File: src/rtl/core/odl_pkg.sv
`timescale 1ns / 1ps
`default_nettype none
// ----------------------------------------------------------------------------
// Ordered deque list package
// Shared sizes, action and status codes, and the compare result type.
// ----------------------------------------------------------------------------
package odl_pkg;

    localparam int DEPTH  = 16;
    localparam int DATA_W = 32;
    localparam int IDX_W  = $clog2(DEPTH);
    localparam int CNT_W  = $clog2(DEPTH + 1);
    localparam int ACT_W  = 3;
    localparam int STAT_W = 2;
    localparam int OCC_W  = 5;

    localparam logic [ACT_W-1:0] ACT_PUSH_FRONT = 3'd0;
    localparam logic [ACT_W-1:0] ACT_PUSH_BACK  = 3'd1;
    localparam logic [ACT_W-1:0] ACT_ORD_INSERT = 3'd2;
    localparam logic [ACT_W-1:0] ACT_POP_FRONT  = 3'd3;
    localparam logic [ACT_W-1:0] ACT_POP_BACK   = 3'd4;
    localparam logic [ACT_W-1:0] ACT_REMOVE     = 3'd5;

    localparam logic [STAT_W-1:0] ST_OK        = 2'd0;
    localparam logic [STAT_W-1:0] ST_EMPTY     = 2'd1;
    localparam logic [STAT_W-1:0] ST_NOT_FOUND = 2'd2;
    localparam logic [STAT_W-1:0] ST_FULL      = 2'd3;

    typedef struct packed {
        logic eq;  // entry equals the value
        logic lt;  // entry is less than the value (signed)
        logic gt;  // entry is greater than the value (signed)
    } cmp_t;

endpackage
`default_nettype wire

File: src/rtl/core/odl_cmp.sv
`timescale 1ns / 1ps
`default_nettype none
// ----------------------------------------------------------------------------
// Ordered deque list compare unit
// Signed compare of one stored entry against the operand value.
// ----------------------------------------------------------------------------
module odl_cmp (
    input  wire logic [odl_pkg::DATA_W-1:0] entry,
    input  wire logic [odl_pkg::DATA_W-1:0] operand,
    output odl_pkg::cmp_t                   result
);

    always_comb
    begin
        result.eq = (entry == operand);
        result.lt = ($signed(entry) < $signed(operand));
        result.gt = ($signed(entry) > $signed(operand));
    end

endmodule
`default_nettype wire

File: src/rtl/core/ordered_deque_list_engine.sv
`timescale 1ns / 1ps
`default_nettype none
// ----------------------------------------------------------------------------
// Ordered deque list engine
// Bounded list of signed 32-bit values in a one-read, one-write entry memory, walked
// and shifted one entry at a time by a small sequencer and one compare unit.
// ----------------------------------------------------------------------------
// Pop back, unused and rejected actions raise done in the cycle after the start beat;
// push back first writes its value in the up-read state. A search visits each entry in a
// fetch and a test state, a shift moves each entry in a read and a write state; the entry
// memory does one read and one write per cycle. busy is high while the sequencer is out
// of idle, through the done cycle but not on the start beat itself; a new start is taken
// the cycle after done. Reset empties the list and returns to idle.
module ordered_deque_list_engine (
    input  wire logic                                clk,
    input  wire logic                                rst_n,
    input  wire logic                                start,
    input  wire logic [odl_pkg::ACT_W-1:0]           action,
    input  wire logic signed [odl_pkg::DATA_W-1:0]   value,
    output logic                                     busy,
    output logic                                     done,
    output logic [odl_pkg::STAT_W-1:0]               status,
    output logic [odl_pkg::OCC_W-1:0]                occupancy
);

    localparam logic [2:0] S_IDLE  = 3'd0;
    localparam logic [2:0] S_FETCH = 3'd1;
    localparam logic [2:0] S_TEST  = 3'd2;
    localparam logic [2:0] S_UP_RD = 3'd3;
    localparam logic [2:0] S_UP_WR = 3'd4;
    localparam logic [2:0] S_DN_RD = 3'd5;
    localparam logic [2:0] S_DN_WR = 3'd6;
    localparam logic [2:0] S_DONE  = 3'd7;

    localparam logic [1:0] PH_HEAD = 2'd0;
    localparam logic [1:0] PH_TAIL = 2'd1;
    localparam logic [1:0] PH_MID  = 2'd2;

    localparam int IW = odl_pkg::IDX_W;
    localparam int CW = odl_pkg::CNT_W;
    localparam int DW = odl_pkg::DATA_W;

    logic [2:0]                    state_reg,  state_next;
    logic [1:0]                    phase_reg,  phase_next;
    logic [IW-1:0]                 idx_reg,    idx_next;
    logic [IW-1:0]                 pos_reg,    pos_next;
    logic [CW-1:0]                 count_reg,  count_next;
    logic [odl_pkg::STAT_W-1:0]    status_reg, status_next;
    logic [odl_pkg::ACT_W-1:0]     act_reg,    act_next;
    logic [DW-1:0]                 val_reg,    val_next;

    logic [DW-1:0]                 mem [odl_pkg::DEPTH];
    logic [DW-1:0]                 rdata_reg;
    logic                          mem_we;
    logic [IW-1:0]                 mem_waddr;
    logic [IW-1:0]                 mem_raddr;
    logic [DW-1:0]                 mem_wdata;

    odl_pkg::cmp_t                 cmp;
    logic [CW-1:0]                 cnt_m1;
    logic [CW-1:0]                 idx_p1;
    logic [CW-1:0]                 idx_p2;
    logic                          full;

    odl_cmp u_cmp (
        .entry   (rdata_reg),
        .operand (val_reg),
        .result  (cmp)
    );

    assign cnt_m1 = count_reg - CW'(1);
    assign idx_p1 = CW'(idx_reg) + CW'(1);
    assign idx_p2 = CW'(idx_reg) + CW'(2);
    assign full   = (count_reg == CW'(odl_pkg::DEPTH));

    always_ff @(posedge clk)
    begin
        if (mem_we)
        begin
            mem[mem_waddr] <= mem_wdata;
        end
        rdata_reg <= mem[mem_raddr];
    end

    always_comb
    begin
        state_next  = state_reg;
        phase_next  = phase_reg;
        idx_next    = idx_reg;
        pos_next    = pos_reg;
        count_next  = count_reg;
        status_next = status_reg;
        act_next    = act_reg;
        val_next    = val_reg;
        mem_we      = 1'b0;
        mem_waddr   = idx_reg;
        mem_wdata   = rdata_reg;
        mem_raddr   = idx_reg;

        unique case (state_reg)
            S_IDLE:
            begin
                if (start)
                begin
                    act_next    = action;
                    val_next    = value;
                    status_next = odl_pkg::ST_OK;
                    state_next  = S_DONE;
                    phase_next  = PH_HEAD;
                    unique case (action)
                        odl_pkg::ACT_PUSH_FRONT,
                        odl_pkg::ACT_PUSH_BACK,
                        odl_pkg::ACT_ORD_INSERT:
                        begin
                            if (full)
                            begin
                                status_next = odl_pkg::ST_FULL;
                            end
                            else if (action == odl_pkg::ACT_ORD_INSERT && count_reg != '0)
                            begin
                                idx_next   = '0;
                                state_next = S_FETCH;
                            end
                            else
                            begin
                                // Insert at the front, or at the back for a push back.
                                idx_next   = count_reg[IW-1:0];
                                pos_next   = (action == odl_pkg::ACT_PUSH_BACK) ?
                                             count_reg[IW-1:0] : '0;
                                state_next = S_UP_RD;
                            end
                        end
                        odl_pkg::ACT_POP_FRONT:
                        begin
                            if (count_reg == '0)
                            begin
                                status_next = odl_pkg::ST_EMPTY;
                            end
                            else
                            begin
                                idx_next   = '0;
                                state_next = S_DN_RD;
                            end
                        end
                        odl_pkg::ACT_POP_BACK:
                        begin
                            if (count_reg == '0)
                            begin
                                status_next = odl_pkg::ST_EMPTY;
                            end
                            else
                            begin
                                count_next = cnt_m1;
                            end
                        end
                        odl_pkg::ACT_REMOVE:
                        begin
                            if (count_reg == '0)
                            begin
                                status_next = odl_pkg::ST_EMPTY;
                            end
                            else
                            begin
                                idx_next   = '0;
                                state_next = S_FETCH;
                            end
                        end
                        default:
                        begin
                            state_next = S_DONE;
                        end
                    endcase
                end
            end

            S_FETCH:
            begin
                mem_raddr  = idx_reg;
                state_next = S_TEST;
            end

            S_TEST:
            begin
                if (act_reg == odl_pkg::ACT_ORD_INSERT)
                begin
                    state_next = S_UP_RD;
                    idx_next   = count_reg[IW-1:0];
                    unique case (phase_reg)
                        PH_HEAD:
                        begin
                            if (cmp.gt)
                            begin
                                pos_next = '0;
                            end
                            else
                            begin
                                phase_next = PH_TAIL;
                                idx_next   = cnt_m1[IW-1:0];
                                state_next = S_FETCH;
                            end
                        end
                        PH_TAIL:
                        begin
                            if (cmp.lt || count_reg == CW'(1))
                            begin
                                pos_next = count_reg[IW-1:0];
                            end
                            else
                            begin
                                phase_next = PH_MID;
                                idx_next   = IW'(1);
                                state_next = S_FETCH;
                            end
                        end
                        default:
                        begin
                            // Interior walk: stop at the first entry not below the value.
                            if (!cmp.lt)
                            begin
                                pos_next = idx_reg;
                            end
                            else if (idx_p1 >= count_reg)
                            begin
                                pos_next = count_reg[IW-1:0];
                            end
                            else
                            begin
                                idx_next   = idx_p1[IW-1:0];
                                state_next = S_FETCH;
                            end
                        end
                    endcase
                end
                else
                begin
                    unique case (phase_reg)
                        PH_HEAD:
                        begin
                            if (cmp.eq)
                            begin
                                idx_next   = '0;
                                state_next = S_DN_RD;
                            end
                            else
                            begin
                                phase_next = PH_TAIL;
                                idx_next   = cnt_m1[IW-1:0];
                                state_next = S_FETCH;
                            end
                        end
                        PH_TAIL:
                        begin
                            if (cmp.eq)
                            begin
                                count_next = cnt_m1;
                                state_next = S_DONE;
                            end
                            else if (count_reg < CW'(3))
                            begin
                                status_next = odl_pkg::ST_NOT_FOUND;
                                state_next  = S_DONE;
                            end
                            else
                            begin
                                phase_next = PH_MID;
                                idx_next   = IW'(1);
                                state_next = S_FETCH;
                            end
                        end
                        default:
                        begin
                            if (cmp.eq)
                            begin
                                state_next = S_DN_RD;
                            end
                            else if (idx_p2 >= count_reg)
                            begin
                                status_next = odl_pkg::ST_NOT_FOUND;
                                state_next  = S_DONE;
                            end
                            else
                            begin
                                idx_next   = idx_p1[IW-1:0];
                                state_next = S_FETCH;
                            end
                        end
                    endcase
                end
            end

            S_UP_RD:
            begin
                // Entries above the slot move up one place, top first.
                if (idx_reg == pos_reg)
                begin
                    mem_we     = 1'b1;
                    mem_waddr  = pos_reg;
                    mem_wdata  = val_reg;
                    count_next = count_reg + CW'(1);
                    state_next = S_DONE;
                end
                else
                begin
                    mem_raddr  = idx_reg - IW'(1);
                    state_next = S_UP_WR;
                end
            end

            S_UP_WR:
            begin
                mem_we     = 1'b1;
                mem_waddr  = idx_reg;
                mem_wdata  = rdata_reg;
                idx_next   = idx_reg - IW'(1);
                state_next = S_UP_RD;
            end

            S_DN_RD:
            begin
                // Entries above the removed slot move down one place.
                if (idx_p1 < count_reg)
                begin
                    mem_raddr  = idx_p1[IW-1:0];
                    state_next = S_DN_WR;
                end
                else
                begin
                    count_next = cnt_m1;
                    state_next = S_DONE;
                end
            end

            S_DN_WR:
            begin
                mem_we     = 1'b1;
                mem_waddr  = idx_reg;
                mem_wdata  = rdata_reg;
                idx_next   = idx_p1[IW-1:0];
                state_next = S_DN_RD;
            end

            S_DONE:
            begin
                state_next = S_IDLE;
            end

            default:
            begin
                state_next = S_IDLE;
            end
        endcase
    end

    always_ff @(posedge clk or negedge rst_n)
    begin
        if (!rst_n)
        begin
            state_reg  <= S_IDLE;
            phase_reg  <= PH_HEAD;
            idx_reg    <= '0;
            pos_reg    <= '0;
            count_reg  <= '0;
            status_reg <= odl_pkg::ST_OK;
            act_reg    <= odl_pkg::ACT_PUSH_FRONT;
        end
        else
        begin
            state_reg  <= state_next;
            phase_reg  <= phase_next;
            idx_reg    <= idx_next;
            pos_reg    <= pos_next;
            count_reg  <= count_next;
            status_reg <= status_next;
            act_reg    <= act_next;
        end
    end

    always_ff @(posedge clk)
    begin
        val_reg <= val_next;
    end

    assign busy      = (state_reg != S_IDLE);
    assign done      = (state_reg == S_DONE);
    assign status    = status_reg;
    assign occupancy = odl_pkg::OCC_W'(count_reg);

endmodule
`default_nettype wire

File: config.mk
export PLATFORM = sky130hd
export DESIGN_NAME = ordered_deque_list_engine
export DESIGN_NICKNAME = d
export VERILOG_FILES = /design/src/rtl/core/odl_pkg.sv /design/src/rtl/core/odl_cmp.sv /design/src/rtl/core/ordered_deque_list_engine.sv
export SDC_FILE = /design/constraint.sdc
export NUM_CORES = 1
export LEC_CHECK = 0
export BUFFER_PORTS_ARGS = -buffer_cell sky130_fd_sc_hd__buf_2
export CORE_MARGIN = 5
export CORE_UTILIZATION = 46
export CTS_CLUSTER_SIZE = 10
export DETAILED_ROUTE_END_ITERATION = 7
export GPL_TIMING_DRIVEN = 0
export SLEW_MARGIN = 20
export SYNTH_ARGS = -nofsm -noshare
export SYNTH_HDL_FRONTEND = slang
export SYNTH_HIERARCHICAL = 1
export SYNTH_SLANG_ARGS = --single-unit
export TNS_END_PERCENT = 50
File: constraint.sdc
create_clock -name clk -period 5.8 [get_ports clk]
set_input_delay 0.87 -clock clk [delete_from_list [all_inputs] [get_ports clk]]
set_output_delay 0.87 -clock clk [all_outputs]
set_load 0.1 [all_outputs]
# Word level (Yosys, flattened, before mapping)
# Memories as Yosys holds them, arrays and structs flattened. A register that Yosys moved wholly into a read port is not among the register bits.
# Cells that the tools add are included.
totals:
  reg_bits: 55
  mem_bits_rw: 512
  input_bits: 38
  memories: 1
mem_list:
  columns: ["name", "words", "word_bits", "read_ports", "rd_clocked_by_memory_dff", "wr", "line", "source"]
  rows:
  - ["mem", 16, 32, 1, 1, 1, "ordered_deque_list_engine.sv:52", "logic [DW-1:0] mem [odl_pkg::DEPTH];"]
classes:
  addsub: 5
  order_cmp: 6
  eq_ne: 48
  muxes: 92
  n_reduce_logical: 21
op_table:
  columns: ["op", "n"]
  rows:
  - ["$mux W4", 28]
  - ["$mux W32", 2]
  - ["$pmux W4 S2", 6]
  - ["$mux W2", 21]
  - ["$mux W5", 8]
  - ["$eq A32 B32 Y1", 1]
  - ["$gt A32 B32 Y1", 1]
  - ["$lt A32 B32 Y1", 1]
  - ["$mux W3", 9]
  - ["$reduce_and A9 Y1", 3]
  - ["$ne A2 B2 Y1 const B", 12]
  - ["$ne A4 B4 Y1 const B", 6]
  - ["$pmux W2 S2", 6]
  - ["$pmux W3 S8", 1]
  - ["$ne A3 B3 Y1 const B", 7]
  - ["$pmux W5 S4", 1]
  - ["$eq A3 B3 Y1 const B", 6]
  - ["$pmux W4 S4", 1]
  - ["$eq A3 B2 Y1 const B", 5]
  - ["$pmux W3 S2", 2]
  - ["$ge A5 B5 Y1", 2]
  - ["$ne A5 B5 Y1 const B", 2]
  - ["$pmux W3 S3", 1]
  - ["$reduce_and A8 Y1", 1]
  - ["29 further kinds", 39]

# Longest topological paths before layout
# Gate-level depths: netlist of the first run.
depth:
  word_depth: 7
  ltp_mapped: 15
  depth_no_buf: 15

# Hierarchy
# Netlist of the first run, hierarchy kept.
modules_own_cells:
  columns: ["mod", "instances", "cells_per_inst", "area_per_inst_um2"]
  rows:
  - ["ordered_deque_list_engine", 1, 1424, 23804.1]
  - ["odl_cmp", 1, 119, 844.6]

# Worst setup path after synthesis of the first run
# No wires, ideal clock.
synth_timing:
  kind: "reg-to-reg"
  start: "register idx_reg[1]"
  end: "memory mem[8][0] (netlist bit), enable pin"
  arrival_ns: 3.748
  required_time_ns: 5.339
  path_slack_ns: 1.591
  stages_incl_launch_ff: 9
  n_path_buf: 1
  period_less_slack_ns: 4.209
  cell_sequence: "dfrtp_1 -> buf_2 -> xnor2_1 -> nand4_1 -> nor2_1 -> inv_1 -> nand2_1 -> nand3_1 -> nor3_1"
synth_between:
  elab_chain_len: 5
  word_cells_on_any_way: 7
  classes_between: "eq/ne: 1; mux: 6"
synth_rtl:
  columns: ["element", "line", "source"]
  rows:
  - ["from (decl)", "ordered_deque_list_engine.sv:45", "logic [IW-1:0] idx_reg, idx_next;"]
  - ["from (signal assigned)", "ordered_deque_list_engine.sv:370", "idx_reg <= idx_next;"]
  - ["$eq A4 B4 Y1", "ordered_deque_list_engine.sv:294", "if (idx_reg == pos_reg)"]
  - ["$mux W1", "ordered_deque_list_engine.sv:294", null]
  - ["$pmux W1 S2", "ordered_deque_list_engine.sv:100", "unique case (state_reg)"]
  - ["$mux W1", "ordered_deque_list_engine.sv:78", "if (mem_we)"]
  - ["$mux W1 (not written as such)", "ordered_deque_list_engine.sv:80", "mem[mem_waddr] <= mem_wdata;"]
  - ["to (decl)", "ordered_deque_list_engine.sv:52", null]
# Parallel ways exist; a longest one is shown, timed or not.

# Worst setup path in the final report of the first run
layout_timing:
  start: "register idx_reg[0]"
  end: "register rdata_reg[26] (read register of mem)"
layout_between:
  elab_chain_len: 4
  word_cells_on_any_way: 7
  classes_between: "add/sub: 2; order compare: 1; eq/ne: 1; mux: 3"
layout_rtl:
  columns: ["element", "line", "source"]
  rows:
  - ["$add A4 B1 Y5", "ordered_deque_list_engine.sv:72", "assign idx_p1 = CW'(idx_reg) + CW'(1);"]
  - ["$lt A5 B5 Y1", "ordered_deque_list_engine.sv:321", "if (idx_p1 < count_reg)"]
  - ["$mux W4", "ordered_deque_list_engine.sv:321", null]
  - ["$pmux W4 S2 (*)", "ordered_deque_list_engine.sv:100", null]
  - ["to (decl)", "ordered_deque_list_engine.sv:53", "logic [DW-1:0] rdata_reg;"]
# Every way passes the cells marked *; elsewhere a longest branch is shown, timed or not.
# A chain may end at the register's enable or synchronous reset.

==> key figures, run 1 <==
Layout
  – Share of cells above drive strength 1: 0.184
  – Most common cell after layout, fill and taps aside: edfxtp_1
  – Final net count: approximately 1.8k
  – Max reg flops: 512
  – Cell area after layout: about 28000 um^2
  – Ant. Diodes: 0
  – Commonest cells after routing, fill and taps aside: edfxtp_1, nand2_1, clkbuf_1, nand3_1, clkbuf_16
  – Fill count: approximately 4.2k
  – Area delta synth->final: 15.6%
  – Final Util: 0.539

Routing
  – ANT nets after route: 0
  – Final wirelength: ~61000 um
  – DRC: 0
  – WL/cell: approximately 25 um
  – DRT Pass-1 Iters: 6
  – Via-to-Cell Ratio: about 5.8
  – DR vias: about 14k
  – Initial DRC count: approximately 1.3k

Logic synthesis
  – Post-Synth Adder-Cell Area: 0.0259
  – Seq cells post-synth: 599
  – Post-synthesis compound-gate area fraction: 0.0629
  – Async SR Flop Fraction: 0.0384
  – EDFF count, synth: between 500 and 600
  – Gate Count Post-Synth: 1543
  – Yosys warns: 6
  – Largest family of logic cells by synthesized area: multiplexers
  – Syn avg cell area: about 16 um^2
  – Xor/xnor share of the synthesized area: 0.00635
  – Netlist Area Pre-Place: ~25000 um^2
  – Multiplexer share of the synthesized area: 0.105
  – Primary FF master, synth: edfxtp_1
  – Cell variety after synth: 64
  – Syn_nets: around 1.6k
  – Seq/Total Area, Yosys: 0.712
  – Post-Synth Simple-Gate Area: 0.0648

Power and ir drop
  – Lkg Pwr: 9.98 nW
  – Power density cells: 631 nW/um^2
  – Total power: between 0.015 and 0.02 W
  – VDD IR max: roughly 0.00034 V

Setup path
  – Crit. End Element: flop
  – Slowest cell on crit path: clkbuf_1
  – Worst reg2reg setup slack: about 0.46 ns
  – Worst setup SP type: flop
  – Worst Path Required: approximately 6.3 ns
  – Reg-to-Reg End: rdata_reg[26]$_DFF_P_
  – CP arrival: roughly 5.8 ns
  – WS Path Type: flop to flop
  – Critical Path Max Stage Delay: 0.66 ns
  – Critical path peak fanout: 10
  – R2R depth: 14
  – Worst R2R Start: idx_reg[0]$_DFFE_PN0P_
  – CP Cell Sequence: clkbuf_1 > inv_1 > ha_1 > ha_1 > and4_1 > a211oi_2 > nand2_2 > nand2_2 > xnor2_2 > buf_2 > nand3_1 > clkbuf_1 > o22ai_1 > a211o_1

Clock tree
  – Reg clk slew, reported paths: roughly 0.06 ns
  – CTS H-tree lvls: 3
  – CTS tree: built
  – Post-CTS Resized: 0
  – Worst-Skew Late Latency: roughly 0.60 ns
  – Clock sink count: around 600
  – Postcts setup bufs: 0
  – Root Buffer: clkbuf_16
  – TritonCTS Buffers: 70
  – Cts hold-fix bufs: 0
  – Clk buf depth: 3

Die
  – Die ar.: 58300 um^2
  – Chip height: between 200 and 250 um
  – Io pins: 47
  – Initial core utilization: 0.466
  – Die Wd: 241 um
  – Placeable core area: 52900 um^2
  – # rows: 84

Timing
  – Max Transition Viols Final: 0
  – Worst-margin pin slew: roughly 1.1 ns
  – Post-Route Skew: roughly 0.022 ns
  – RSZ-0062 raised after global routing: no
  – Period utilization: 0.920
  – Tmin final: 5.34 ns
  – Slew headroom: 0.235
  – Fin. Hold Viols: 0
  – Final setup violation count: 0
  – Fmax: around 0.19 GHz

Placement
  – DP HPWL: 40900 um
  – Port Buffers: 44
  – Final Wtd Congestion: ~0.89
  – Placed cell area: 26400 um^2

Global routing
  – GRT Overall Usage: 0.213
  – Global-route wire length before repair: slightly above 90000 um
  – Global route total overflow: 0
  – Pin count of the biggest net entering global routing: 24
  – Initial antenna violation count: 0
  – Number of global-route vias before repair: 14.3k

Status
  – Status: finished, final reports clean

Run
  – Max Cap Viol: 0

Worst hold path
  – Hold Path Class: input pin to asynchronous set/reset pin
==> per-stage QoR <==
step           hold WS (ns)  std cells  setup TNS (ns)  setup WS, ns
3_5_place_dp          0.486       2312               0         0.458
2_1_floorplan         0.482       1543               0          1.59
4_1_cts               0.258       2438               0         0.426
5_1_grt               0.291       2438               0         0.162
3_3_place_gp          0.480       2275         -214.33         -1.99
6_report              0.267       2438               0         0.462
==> synthesized netlist by cell type (all sizes together), types with 28 or more instances <==
| master | instances | area [um^2] |
|---|---|---|
| edfxtp | 544 | 16300 |
| nand2 | 174 | 658 |
| nand3 | 93 | 465 |
| mux2i | 70 | 701 |
| mux4 | 63 | 1420 |
| inv | 57 | 214 |
| ha | 51 | 638 |
| clkbuf | 46 | 173 |
| mux2 | 41 | 462 |
| nor2 | 37 | 139 |
| o22ai | 34 | 213 |
| a211o | 33 | 289 |
| a32o | 32 | 320 |
| dfxtp | 32 | 641 |
| buf | 31 | 183 |
| o21ai | 29 | 145 |
| a21oi | 28 | 151 |
==> per-layer routing <==
layer  wire length (um)  global-route usage  part of all wire
met4               1690              0.0619             0.027
met3               3680              0.0403             0.060
met1              26200               0.297              0.43
met5                  0                   0                 0
met2              29700               0.346              0.48
==> area by class of cell <==
class	count	area (um^2)	share of cell area
flip-flops and latches	599	17600	0.616
multi-input cells	809	6640	0.233
clock buffers	121	2010	0.0704
well taps	688	861	0.0302
repair buffers	81	810	0.0284
plain buffers	77	355	0.0125
inverters	58	218	0.00764
clock inverters	5	47.5	0.00167
==> cell families after synthesis <==
group	Yosys count
XOR/XNOR	17
AO/OA/AOI/OAI	209
adder cells (fa/ha/maj)	51
buffers and inverters	135
AND/OR/NAND/NOR	358
multiplexers	174
flip-flops	599
==> report_power, final <==
| part | internal [W] | switching, W | leakage (nW) | total [W] |
|---|---|---|---|---|
| Combinational | 0.00288 | 0.00497 | 3.51 | 0.00785 |
| Sequential | 0.00591 | 0.000221 | 5.49 | 0.00613 |
| Clock | 0.00234 | 0.00164 | 0.982 | 0.00398 |
==> how the worst max path moves through the flow <==
stage | start | end | slack (ns) | cells past startpoint
floorplan | idx_reg[1]$_DFFE_PN0P_ | mem[8][0]$_DFFE_PP_ | 1.59 | 8
global placement | state_reg[0]$_DFFE_PN0N_ | mem[8][14]$_DFFE_PP_ | -1.99 | 7
detailed placement | idx_reg[0]$_DFFE_PN0P_ | rdata_reg[20]$_DFF_P_ | 0.46 | 12
CTS | idx_reg[0]$_DFFE_PN0P_ | rdata_reg[20]$_DFF_P_ | 0.43 | 12
global route | idx_reg[0]$_DFFE_PN0P_ | rdata_reg[26]$_DFF_P_ | 0.16 | 12
finish | idx_reg[0]$_DFFE_PN0P_ | rdata_reg[26]$_DFF_P_ | 0.46 | 14
==> worst max-delay path, delay by kind of cell (launching register included) <==
family,cells,cell delay [ns]
buffers and inverters,4,1.74
AOI/OAI and AO/OA,3,0.99
and+or+nand+nor,4,0.85
adders and majority gates,2,0.78
DFF,1,0.57
xor gates and xnor gates,1,0.25
Power figures use the tool's default switching activity.
==> run 2, diff against run 1 <==
--- a/config.mk
+++ b/config.mk
@@ -6,6 +6,7 @@
 export NUM_CORES = 1
 export LEC_CHECK = 0
 export BUFFER_PORTS_ARGS = -buffer_cell sky130_fd_sc_hd__buf_2
+export CORE_ASPECT_RATIO = 0.6
 export CORE_MARGIN = 5
 export CORE_UTILIZATION = 46
 export CTS_CLUSTER_SIZE = 10
==> constraint.sdc (replaced) <==
create_clock -name clk -period 4.92 [get_ports clk]
set_input_delay 0.738 -clock clk [delete_from_list [all_inputs] [get_ports clk]]
set_output_delay 0.738 -clock clk [all_outputs]
set_load 0.1 [all_outputs]
==> run 2 against run 1 <==
Effect of this change: wire length rose by 4.0%; die area up 0.26%; combinational power increased by 23%; via count is 2.3% higher; highest routed layer unchanged; global-route usage increased by 0.52 points; critical path type unchanged.
==> key figures, run 2 (synthesis results as in run 1) <==
Power and ir drop
  – Seq pwr share: 0.336 (-0.005)
  – Sw frac: 0.388 (+0.00809)
  – Total power: 0.0215 W (+20%)
  – Internal power: 0.0132 W (+18%)
  – Psw: 0.00837 W (+22%)
  – VDD IR max: 0.000449 V (+32%)
  – Power density cells: 751 nW/um^2 (+19%)
  – Gate power share: 0.447 (+0.010)
  – Clock power share: 0.217 (-0.005)
  – Lkg Pwr: 10.1 nW (+0.76%)

Global routing
  – Initial antenna violation count: 0 (unchanged)
  – Number of global-route vias before repair: 14.3k (-0.38%)
  – Pin count of the biggest net entering global routing: 24 (unchanged)
  – GRT Overall Usage: 0.218 (+0.00522)
  – Global-route wire length before repair: 94300 um (+2.4%)
  – Global route total overflow: 0 (unchanged)

Timing
  – RSZ-0062 raised after global routing: no
  – Final setup violation count: 0 (unchanged)
  – Fin. Hold Viols: 0 (unchanged)
  – Slew headroom: 0.339 (+0.104)
  – Setup TNS: 0 ns (unchanged)
  – Max Transition Viols Final: 0 (unchanged)
  – Tmin final: 4.77 ns (-0.564 ns)
  – Hold Slack: 0.152 ns (-0.115 ns)
  – Worst-margin pin slew: 0.992 ns (-0.145 ns)
  – Post-Route Skew: 0.0202 ns (-0.00206 ns)
  – Fmax: 0.209 GHz (+12%)
  – Period utilization: 0.970 (+0.0500)

Setup path
  – Critical path peak fanout: 10 (unchanged)
  – Worst R2R Start: idx_reg[0]$_DFFE_PN0P_
  – Worst Path Required: 5.44 ns (-0.83 ns)
  – Worst reg2reg setup slack: 0.15 ns (-0.32 ns)
  – Crit. End Element: flop
  – Worst setup SP type: flop
  – Reg-to-Reg End: rdata_reg[11]$_DFF_P_
  – CP arrival: 5.29 ns (-0.52 ns)
  – WS Path Type: flop to flop
  – R2R depth: 14 (unchanged)

Layout
  – Max reg flops: 512 (unchanged)
  – Commonest cells after routing, fill and taps aside: edfxtp_1, nand2_1, nand3_1, clkbuf_1, clkbuf_16
  – Ant. Diodes: 0 (unchanged)
  – Post-Layout Cell Count: 2457 (+0.78%)
  – Final net count: 1790 (+0.28%)
  – Share of cells above drive strength 1: 0.197 (+0.0127)
  – Area delta synth->final: 16.3%
  – Final Util: 0.543 (+0.00415)
  – Most common cell after layout, fill and taps aside: edfxtp_1

Routing
  – WL/cell: 26.0 um (+3.2%)
  – ANT nets after route: 0 (unchanged)
  – DR vias: 14.6k (+2.3%)
  – Via-to-Cell Ratio: 5.92 (+1.5%)
  – DRT Pass-1 Iters: 5 (-1)
  – Final wirelength: 63800 um (+4.0%)
  – Initial DRC count: 1568 (+22%)
  – DRC: 0 (unchanged)

Status
  – Status: finished, final reports clean

Clock tree
  – Worst-Skew Late Latency: 0.59 ns (about the same)
  – TritonCTS Buffers: 70 (unchanged)
  – CTS H-tree lvls: 3 (unchanged)
  – Root Buffer: clkbuf_16
  – Reg clk slew, reported paths: 0.06 ns (about the same)
  – CTS tree: built
  – Clk buf depth: 3 (unchanged)
  – Clock sink count: 599 (unchanged)

Placement
  – Port Buffers: 44 (unchanged)
  – Inst Count DP: 2330 (+0.78%)
  – DP HPWL: 42700 um (+4.6%)
  – Final Wtd Congestion: 0.866 (-3.2%)

Die
  – Die ar.: 58500 um^2 (+0.26%)
  – Initial core utilization: 0.467 (+0.000741)
  – Die Wd: 309 um (+28%)
  – # rows: 65 (-23%)
  – Placeable core area: 52800 um^2 (-0.16%)
  – Io pins: 47 (unchanged)
  – Chip height: 189 um (-22%)

Run
  – Max Cap Viol: 0 (unchanged)

Worst hold path
  – Hold Path Class: input pin to asynchronous set/reset pin
[run 2: how the worst max path moves through the flow]
| stage | from | to | slack (ns) | cells past startpoint |
|---|---|---|---|---|
| 6_report | idx_reg[0]$_DFFE_PN0P_ | rdata_reg[11]$_DFF_P_ | 0.15 | 14 |
| 5_1_grt | idx_reg[0]$_DFFE_PN0P_ | rdata_reg[6]$_DFF_P_ | 0.02 | 14 |
| 4_1_cts | idx_reg[0]$_DFFE_PN0P_ | rdata_reg[24]$_DFF_P_ | 0.04 | 13 |
| 3_5_place_dp | idx_reg[0]$_DFFE_PN0P_ | rdata_reg[10]$_DFF_P_ | -0.38 | 12 |
| 3_3_place_gp | idx_reg[1]$_DFFE_PN0P_ | mem[8][14]$_DFFE_PP_ | -3.18 | 8 |
| 2_1_floorplan | idx_reg[1]$_DFFE_PN0P_ | mem[8][0]$_DFFE_PP_ | 0.71 | 8 |
[run 2: through the flow]
stage | instance area [um^2] | worst slack (ns)
2_1_floorplan | 24600 | 0.711
3_3_place_gp | 25700 | -3.18
3_5_place_dp | 26500 | -0.385
4_1_cts | 28600 | 0.0446
5_1_grt | 28700 | 0.0187
6_report | 28700 | 0.146
[run 2: metal layers]
| layer | part of all wire | global-route usage |
|---|---|---|
| met5 | 0 | 0 |
| met4 | 0.017 | 0.0444 |
| met3 | 0.090 | 0.0544 |
| met2 | 0.42 | 0.305 |
| met1 | 0.48 | 0.348 |
[run 2: final cells by class]
type	count	area, um^2
Clock buffer	119	1970
Timing Repair Buffer	86	900
Sequential cell	599	17600
Multi-Input combinational cell	809	6690
Clock inverter	6	61.3
Fill cell	4216	24100
Inverter	58	218
Buffer	77	392
Tap cell	703	880
[run 2: critical path: stages, from the launching register on]
cell,delay (ns)
dfrtp_2,0.52
clkbuf_2,0.31
inv_1,0.23
ha_1,0.54
ha_1,0.29
and4_1,0.29
a211oi_2,0.38
a211o_1,0.21
o211a_1,0.29
clkbuf_1,0.56
clkbuf_1,0.49
nand2_1,0.11
nand3_1,0.12
a32o_1,0.25
a211o_1,0.12
[run 2: power groups by stage]
stage               Combinational, W  Clock (W)  Sequential [W]
detailed placement           0.00947          0         0.00733
global route                  0.0104    0.00499         0.00729
finish                       0.00963    0.00468         0.00723
CTS                          0.00957    0.00477         0.00723
global placement             0.00917          0         0.00736
floorplan                    0.00611          0         0.00745
[run 2: timing repair]
item	in CTS	in global routing
hold buffers	0	0
pin swaps	0	1
setup buffers	0	2
endpoints found under the setup margin	41	36
gates resized for setup	15	15
